===== config.mk =====
export PLATFORM = sky130hd
export DESIGN_NAME = recent_sequence_duplicate_filter
export DESIGN_NICKNAME = d
export VERILOG_FILES = /design/src/hdl/rsdf_pkg.sv /design/src/hdl/recent_sequence_duplicate_filter.sv /design/src/hdl/rsdf_dpath.sv /design/src/hdl/rsdf_ctrl.sv
export SDC_FILE = /design/constraint.sdc
export NUM_CORES = 1
export LEC_CHECK = 0
export BUFFER_PORTS_ARGS = -buffer_cell sky130_fd_sc_hd__buf_2
export CAP_MARGIN = 20
export CORE_ASPECT_RATIO = 2
export CORE_MARGIN = 2
export CORE_UTILIZATION = 65
export DETAILED_ROUTE_END_ITERATION = 10
export PLACE_DENSITY_LB_ADDON = 0.1
export SYNTH_ARGS = -nofsm -noshare
export SYNTH_HDL_FRONTEND = slang
export SYNTH_HIERARCHICAL = 1
export SYNTH_SLANG_ARGS = --single-unit

===== constraint.sdc =====
create_clock -name clk -period 9.59 [get_ports clk]
set_input_delay 0.959 -clock clk [delete_from_list [all_inputs] [get_ports clk]]
set_output_delay 0.959 -clock clk [all_outputs]
set_load 0.005 [all_outputs]

===== src/hdl/rsdf_pkg.sv =====
// ----------------------------------------------------------------------------
// rsdf_pkg
// Shared codes, widths and control types of the recent sequence duplicate
// filter.
// ----------------------------------------------------------------------------
`default_nettype none

package rsdf_pkg;

	localparam int SEQ_W = 32;
	localparam int OP_W  = 2;

	localparam logic [SEQ_W-1:0] SEQ_ONES = 32'hffff_ffff;

	localparam logic [OP_W-1:0] OP_CHECK   = 2'd0;
	localparam logic [OP_W-1:0] OP_RECORD  = 2'd1;
	localparam logic [OP_W-1:0] OP_RESTART = 2'd2;

	// controller to datapath
	typedef struct packed {
		logic load;
		logic rd_en;
		logic commit;
	} dp_cmd_t;

	// datapath to controller
	typedef struct packed {
		logic rd_last;
	} dp_stat_t;

endpackage

`default_nettype wire


===== src/hdl/recent_sequence_duplicate_filter.sv =====
// ----------------------------------------------------------------------------
// recent_sequence_duplicate_filter
// Duplicate filter over a ring of recently recorded sequence numbers.
// ----------------------------------------------------------------------------
// Each request carries a sequence number and an op (check, check then record,
// restart). One request is in work at a time. Its result is set by the sweep
// that reads the ring memory one slot per cycle through its single read port
// to find a match and the new minimum; the next request is taken once the
// result has been committed. A finished result sits in an output register,
// so the next request is taken while it waits. No clearing pass is needed
// after reset: the ring slots carry valid bits and an unwritten slot reads
// as all ones.
`default_nettype none

module recent_sequence_duplicate_filter #(
	parameter int RING_DEPTH = 16
) (
	input  wire                       clk,
	input  wire                       arst_n,
	input  wire                       in_valid,
	output logic                      in_ready,
	input  wire [rsdf_pkg::OP_W-1:0]  op,
	input  wire [rsdf_pkg::SEQ_W-1:0] seq,
	output logic                      out_valid,
	input  wire                       out_ready,
	output logic                      is_new,
	output logic                      recorded
);

	rsdf_pkg::dp_cmd_t  cmd;
	rsdf_pkg::dp_stat_t stat;

	rsdf_ctrl u_ctrl (
		.clk       (clk),
		.arst_n    (arst_n),
		.in_valid  (in_valid),
		.in_ready  (in_ready),
		.out_valid (out_valid),
		.out_ready (out_ready),
		.cmd       (cmd),
		.stat      (stat)
	);

	rsdf_dpath #(
		.RING_DEPTH (RING_DEPTH)
	) u_dpath (
		.clk      (clk),
		.arst_n   (arst_n),
		.cmd      (cmd),
		.stat     (stat),
		.op       (op),
		.seq      (seq),
		.is_new   (is_new),
		.recorded (recorded)
	);

endmodule

`default_nettype wire


===== src/hdl/rsdf_dpath.sv =====
// ----------------------------------------------------------------------------
// rsdf_dpath
// Ring memory, window bounds and the match and minimum sweep over the ring.
// ----------------------------------------------------------------------------
`default_nettype none

module rsdf_dpath #(
	parameter int RING_DEPTH = 16
) (
	input  wire                          clk,
	input  wire                          arst_n,
	input  rsdf_pkg::dp_cmd_t            cmd,
	output rsdf_pkg::dp_stat_t           stat,
	input  wire [rsdf_pkg::OP_W-1:0]     op,
	input  wire [rsdf_pkg::SEQ_W-1:0]    seq,
	output logic                         is_new,
	output logic                         recorded
);

	localparam int IDX_W = $clog2(RING_DEPTH);
	localparam logic [IDX_W-1:0] LAST_IDX = IDX_W'(RING_DEPTH - 1);

	logic [rsdf_pkg::SEQ_W-1:0] mem [RING_DEPTH];
	logic [RING_DEPTH-1:0]      vld_q;

	logic [rsdf_pkg::SEQ_W-1:0] highest_q;
	logic [rsdf_pkg::SEQ_W-1:0] lowest_q;
	logic [IDX_W-1:0]           ws_q;
	logic [IDX_W-1:0]           rd_addr_q;

	logic [rsdf_pkg::SEQ_W-1:0] seq_q;
	logic                       gt_q;
	logic                       lt_q;
	logic                       rec_q;
	logic                       restart_q;
	logic                       match_q;
	logic [rsdf_pkg::SEQ_W-1:0] min_q;

	logic                       chk_s1;
	logic [rsdf_pkg::SEQ_W-1:0] rd_data_s1;
	logic                       vld_s1;
	logic [IDX_W-1:0]           idx_s1;

	logic                       is_new_q;
	logic                       recorded_q;

	logic [rsdf_pkg::SEQ_W-1:0] slot_val;
	logic [rsdf_pkg::SEQ_W-1:0] cand;
	logic                       wr_en;
	logic [IDX_W-1:0]           wr_idx;
	logic [IDX_W-1:0]           ws_next;

	// unwritten slots read as all ones
	assign slot_val = vld_s1 ? rd_data_s1 : rsdf_pkg::SEQ_ONES;
	// the minimum is taken over the ring as it stands after the write
	assign cand     = (rec_q && idx_s1 == ws_q) ? seq_q : slot_val;
	assign ws_next  = (ws_q == LAST_IDX) ? '0 : ws_q + IDX_W'(1);
	assign wr_en    = cmd.commit && (rec_q || restart_q);
	assign wr_idx   = restart_q ? '0 : ws_q;

	assign stat.rd_last = (rd_addr_q == LAST_IDX);
	assign is_new       = is_new_q;
	assign recorded     = recorded_q;

	always_ff @(posedge clk) begin
		if (cmd.rd_en) begin
			rd_data_s1 <= mem[rd_addr_q];
		end
		if (wr_en) begin
			mem[wr_idx] <= seq_q;
		end
	end

	always_ff @(posedge clk or negedge arst_n) begin
		if (!arst_n) begin
			vld_q     <= '0;
			highest_q <= '0;
			lowest_q  <= '0;
			ws_q      <= '0;
			rd_addr_q <= '0;
			chk_s1    <= 1'b0;
		end else begin
			chk_s1 <= cmd.rd_en;
			if (cmd.load) begin
				rd_addr_q <= '0;
			end else if (cmd.rd_en) begin
				rd_addr_q <= stat.rd_last ? '0 : rd_addr_q + IDX_W'(1);
			end
			if (cmd.commit) begin
				if (restart_q) begin
					highest_q <= seq_q;
					lowest_q  <= '0;
					ws_q      <= IDX_W'(1);
					vld_q     <= RING_DEPTH'(1);
				end else if (rec_q) begin
					if (gt_q) begin
						highest_q <= seq_q;
					end
					lowest_q      <= min_q;
					ws_q          <= ws_next;
					vld_q[ws_q]   <= 1'b1;
				end
			end
		end
	end

	always_ff @(posedge clk) begin
		if (cmd.load) begin
			seq_q     <= seq;
			gt_q      <= seq > highest_q;
			lt_q      <= seq < lowest_q;
			rec_q     <= (op == rsdf_pkg::OP_RECORD) && !(seq < lowest_q);
			restart_q <= (op == rsdf_pkg::OP_RESTART);
			match_q   <= 1'b0;
			min_q     <= rsdf_pkg::SEQ_ONES;
		end else if (chk_s1) begin
			match_q <= match_q | (slot_val == seq_q);
			if (cand < min_q) begin
				min_q <= cand;
			end
		end
		if (cmd.rd_en) begin
			vld_s1 <= vld_q[rd_addr_q];
			idx_s1 <= rd_addr_q;
		end
		if (cmd.commit) begin
			is_new_q   <= gt_q | (!lt_q & !match_q);
			recorded_q <= rec_q | restart_q;
		end
	end

	// every kept number was recorded at or below the maximum
	a_bounds_order: assert property (@(posedge clk) disable iff (!arst_n)
		lowest_q <= highest_q)
		else $error("lowest kept above highest seen");

	a_restart_state: assert property (@(posedge clk) disable iff (!arst_n)
		cmd.commit && restart_q |=> vld_q == RING_DEPTH'(1) && ws_q == IDX_W'(1))
		else $error("restart left ring state wrong");

endmodule

`default_nettype wire


===== src/hdl/rsdf_ctrl.sv =====
// ----------------------------------------------------------------------------
// rsdf_ctrl
// Sequencer for one request: capture, ring sweep, drain and result handoff.
// ----------------------------------------------------------------------------
`default_nettype none

module rsdf_ctrl (
	input  wire                 clk,
	input  wire                 arst_n,
	input  wire                 in_valid,
	output logic                in_ready,
	output logic                out_valid,
	input  wire                 out_ready,
	output rsdf_pkg::dp_cmd_t   cmd,
	input  rsdf_pkg::dp_stat_t  stat
);

	typedef enum logic [1:0] {
		ST_IDLE,
		ST_SWEEP,
		ST_DRAIN,
		ST_FINISH
	} state_t;

	state_t state_q;
	logic   out_valid_q;
	logic   out_free;

	assign out_free   = !out_valid_q || out_ready;
	assign in_ready   = (state_q == ST_IDLE);
	assign out_valid  = out_valid_q;
	assign cmd.load   = in_valid && in_ready;
	assign cmd.rd_en  = (state_q == ST_SWEEP);
	assign cmd.commit = (state_q == ST_FINISH) && out_free;

	always_ff @(posedge clk or negedge arst_n) begin
		if (!arst_n) begin
			state_q     <= ST_IDLE;
			out_valid_q <= 1'b0;
		end else begin
			if (cmd.commit) begin
				out_valid_q <= 1'b1;
			end else if (out_ready) begin
				out_valid_q <= 1'b0;
			end
			case (state_q)
				ST_IDLE: begin
					if (in_valid) begin
						state_q <= ST_SWEEP;
					end
				end
				ST_SWEEP: begin
					if (stat.rd_last) begin
						state_q <= ST_DRAIN;
					end
				end
				ST_DRAIN: begin
					state_q <= ST_FINISH;
				end
				ST_FINISH: begin
					// hold the result until the output register frees up
					if (out_free) begin
						state_q <= ST_IDLE;
					end
				end
				default: begin
					state_q <= ST_IDLE;
				end
			endcase
		end
	end

	a_sweep_end: assert property (@(posedge clk) disable iff (!arst_n)
		state_q == ST_SWEEP && stat.rd_last |=> state_q == ST_DRAIN)
		else $error("sweep did not end on last slot");

	a_one_at_a_time: assert property (@(posedge clk) disable iff (!arst_n)
		cmd.load |=> !in_ready)
		else $error("second request taken during sweep");

	a_commit_sets_out: assert property (@(posedge clk) disable iff (!arst_n)
		cmd.commit |=> out_valid_q)
		else $error("committed result not presented");

endmodule

`default_nettype wire


==> out/qor.csv <==
stage,metric,value,unit
run_status,status,finished clean,
detailed_routing,totalWireLength,72000,microns
grt,grt_max_degree,79,
die,fp.dieH,309,microns
clock_tree,clock_latency,0.61,ns
final_layout,filler_cell_count,2820,
sta,setup_violations,0,
clock_tree,post_cts_buffers,0,
yosys,synth_area_per_cell,16.3,sq um
die,ioPinCount,42,
yosys,netlist_top_cells_count,"edfxtp_1 (587), mux4_2 (165), inv_1 (128)",
sta,setup_slack,4.65,ns
die,coreArea,45800,sq um
placement,port_buffers,41,
clock_tree,clock-root-buffer,clkbuf_16,
yosys,synth_seq_area_share,68.1,%
die,fp.dieW,156,microns
final_layout,multiInputGateArea,8860,sq um
grt,grt.total_usage,31.1,%
power,powerDensity,285,nW/um^2
placement,pre_cts_ws,4.77,ns
detailed_routing,vias,16818,
sta,max_freq,202,MHz
yosys,synthTopCellsByArea,"edfxtp_1 (58%), mux4_2 (12%), dfrtp_1 (7.6%), ha_1 (4.3%), dfxtp_1 (2.2%)",
clock_tree,clk_path_buf_depth,3,
sta,period_share,51.5,%
critical_path,endpoint_kind,flop,
grt,grt_pass1_vias,17249,
critical_path,critPathMaxFanout,38,
yosys,netlist.area_leader.share,58.3,%
grt,antenna_found_initial,0,
detailed_routing,viasPerCell,6.72,
power,leakagePower,11.6,nW
final_layout,layout-drive-gt1-share,20.1,%
clock_tree,clk_pin_slew,0.07,ns
grt,gr-total-overflow,0,
sta,min_period,4.94,ns
sta,rsz0062_at_grt,no,
critical_path,critPathLaunchType,flop,
yosys,synth_edf_count,587,
yosys,synthCells,1849,
clock_tree,clock_sinks,712,
grt,grt_pass1_wl,108000,microns
run,drv_cap,0,
power,p_total,9.39,mW
die,die-area,48400,sq um
clock_tree,cts_tree,built,
yosys,yosysTopAreaCell,edfxtp_1,
detailed_routing,drtIter0Drc,1624,
yosys,yosysUniqueCellTypes,65,
final_layout,design_area,32900,sq um
yosys,syn-num-nets,1990,
critical_path,path_class,flop to flop,
clock_tree,numCtsBuffers,56,
yosys,synth_ff_type,edfxtp_1,
sta,relSlewSlack,31.9,%
yosys,yosysMostFrequentCell,edfxtp_1,
clock_tree,htreeDepth,2,
detailed_routing,ant_nets,0,
detailed_routing,wl_per_cell,28.8,microns
sta,drv_slew,0,
critical_path,required,10.12,ns
yosys,synth_async_sr_flop_share,12.9,%
placement,place.gp.congestion,0.857,
sta,hold_viol,0,
final_layout,fin_nets,2032,
die,placementRows,111,
final_layout,syn2layout_area_growth,8.83,%
detailed_routing,firstDrtPassIters,7,
placement,dp_hpwl,43100,microns
sta,setup-tns-final,0,ns
clock_tree,cts_resized,0,
clock_tree,cts.hold.buffers_added,0,
yosys,ys_ff_latch,712,
placement,dpl-instance-area,31100,sq um
placement,numPlacedInstances,2398,
min_path,hold_class,primary input to async pin,
sta,skew,0.0125,ns
critical_path,crit_arrival,5.47,ns
final_layout,final_cells,2501,
yosys,synth-warning-count,6,
yosys,syn_area,30200,sq um
power,ir_drop,312,uV
die,start_util,66.0,%
detailed_routing,drcViolationCount,0,
sta,worst_slew_pin_slew,1.02,ns
final_layout,seq_area,20600,sq um
==> report_power, final <==
group / internal (mW) / switching [mW] / total (mW)
registers: 3.89 / 0.399 / 4.28
clock network: 1.22 / 1.07 / 2.29
logic: 1.19 / 1.62 / 2.81
==> routing by layer <==
metal / GRT usage [%] / part of all wire [%] / wire (microns)
met3: 3.52 / 7.5 / 5400
met2: 53.0 / 52 / 37200
met1: 40.6 / 36 / 25800
met5: 0 / 0 / 0
met4: 13.9 / 5.0 / 3620
==> kinds of logic (layout without fill, tap and decap cells) <==
kind of cell,count (synthesis),count (layout),synth area share [%]
AOI/OAI and AO/OA,274,274,5.80
DFF,712,712,68.1
buffers and inverters,222,308,2.97
muxes,173,173,12.6
and+or+nand+nor,350,350,5.83
xor gates and xnor gates,15,15,0.435
other,0,1,0
adders and majority gates,103,103,4.26
==> state kept, by name, summed over array words and instances (netlist names), 2 cells and up <==
register	flops
u_dpath/ws_q	4
u_dpath/min_q	32
u_dpath/highest_q	32
u_dpath/rd_addr_q	4
u_dpath/lowest_q	32
u_dpath/rd_data_s1	32
u_dpath/idx_s1	4
u_dpath/seq_q	32
u_dpath/mem	512
u_ctrl/state_q	2
u_dpath/vld_q	16
==> through the flow <==
stage                     util, %  hold slack [ns]
after floorplan                 -            0.423
after global placement       67.9            0.442
after detailed placement     67.9            0.464
after CTS                    71.8            0.270
after global routing         71.8            0.302
final                        71.8            0.283
==> path summary, 6_finish.rpt <==
path	start	to	slack, ns	cells past startpoint
max reg2reg	u_dpath/ws_q[2]	u_dpath/min_q[18]	4.65	13
max in group asynchronous	arst_n	u_dpath/lowest_q[9]	8.10	2
max	u_dpath/ws_q[2]	u_dpath/min_q[18]	4.65	13
min reg2reg	u_dpath/vld_q[0]	u_dpath/vld_q[0]	0.49	1
min	arst_n	u_dpath/highest_q[29]	0.28	1
min in group clk	u_dpath/vld_q[0]	u_dpath/vld_q[0]	0.49	1
==> critical path, cell delays in order, from the launching register on <==
cell	delay (ns)
dfrtp_1	0.52
xor2_1	0.20
nor3_1	0.42
and3_1	0.77
mux2_2	0.44
ha_1	0.29
and4_1	0.17
nand2_1	0.10
nor4_1	0.40
a211o_1	0.18
o31a_2	0.60
buf_4	0.53
nor3_2	0.07
a21oi_1	0.16
==> area by class of cell <==
cell class,instances,area share (%)
well taps,565,2.15
inverters,130,1.48
repair buffers,76,1.43
multi-input cells,915,26.9
flip-flops and latches,712,62.6
clock inverters,40,0.985
diodes,1,0.00761
clock buffers,62,4.39
==> placed cells by master, fill, tap and decap left out, types with 7 or more instances in the layout <==
| cell | Yosys | routed |
|---|---|---|
| a21o_1 | 22 | 22 |
| a21oi_1 | 86 | 86 |
| a31oi_1 | 18 | 18 |
| a32oi_1 | 7 | 7 |
| and4_1 | 7 | 7 |
| buf_2 | 10 | 40 |
| buf_4 | 0 | 36 |
| clkbuf_16 | 0 | 57 |
| clkinv_1 | 0 | 14 |
| clkinv_2 | 0 | 14 |
| dfrtp_1 | 92 | 88 |
| dfxtp_1 | 33 | 33 |
| edfxtp_1 | 587 | 587 |
| ha_1 | 103 | 102 |
| inv_1 | 128 | 128 |
| mux4_2 | 165 | 165 |
| nand2_1 | 113 | 112 |
| nand2b_1 | 18 | 18 |
| nand3_1 | 16 | 16 |
| nand4_1 | 13 | 13 |
| nor2_1 | 100 | 93 |
| nor2_4 | 0 | 7 |
| nor2b_1 | 7 | 7 |
| nor3_1 | 24 | 17 |
| nor3_2 | 28 | 35 |
| o21ai_0 | 56 | 56 |
| o31a_1 | 11 | 10 |
| o31ai_1 | 38 | 38 |
| xor2_1 | 13 | 13 |
(Power assumes the default switching activity.)
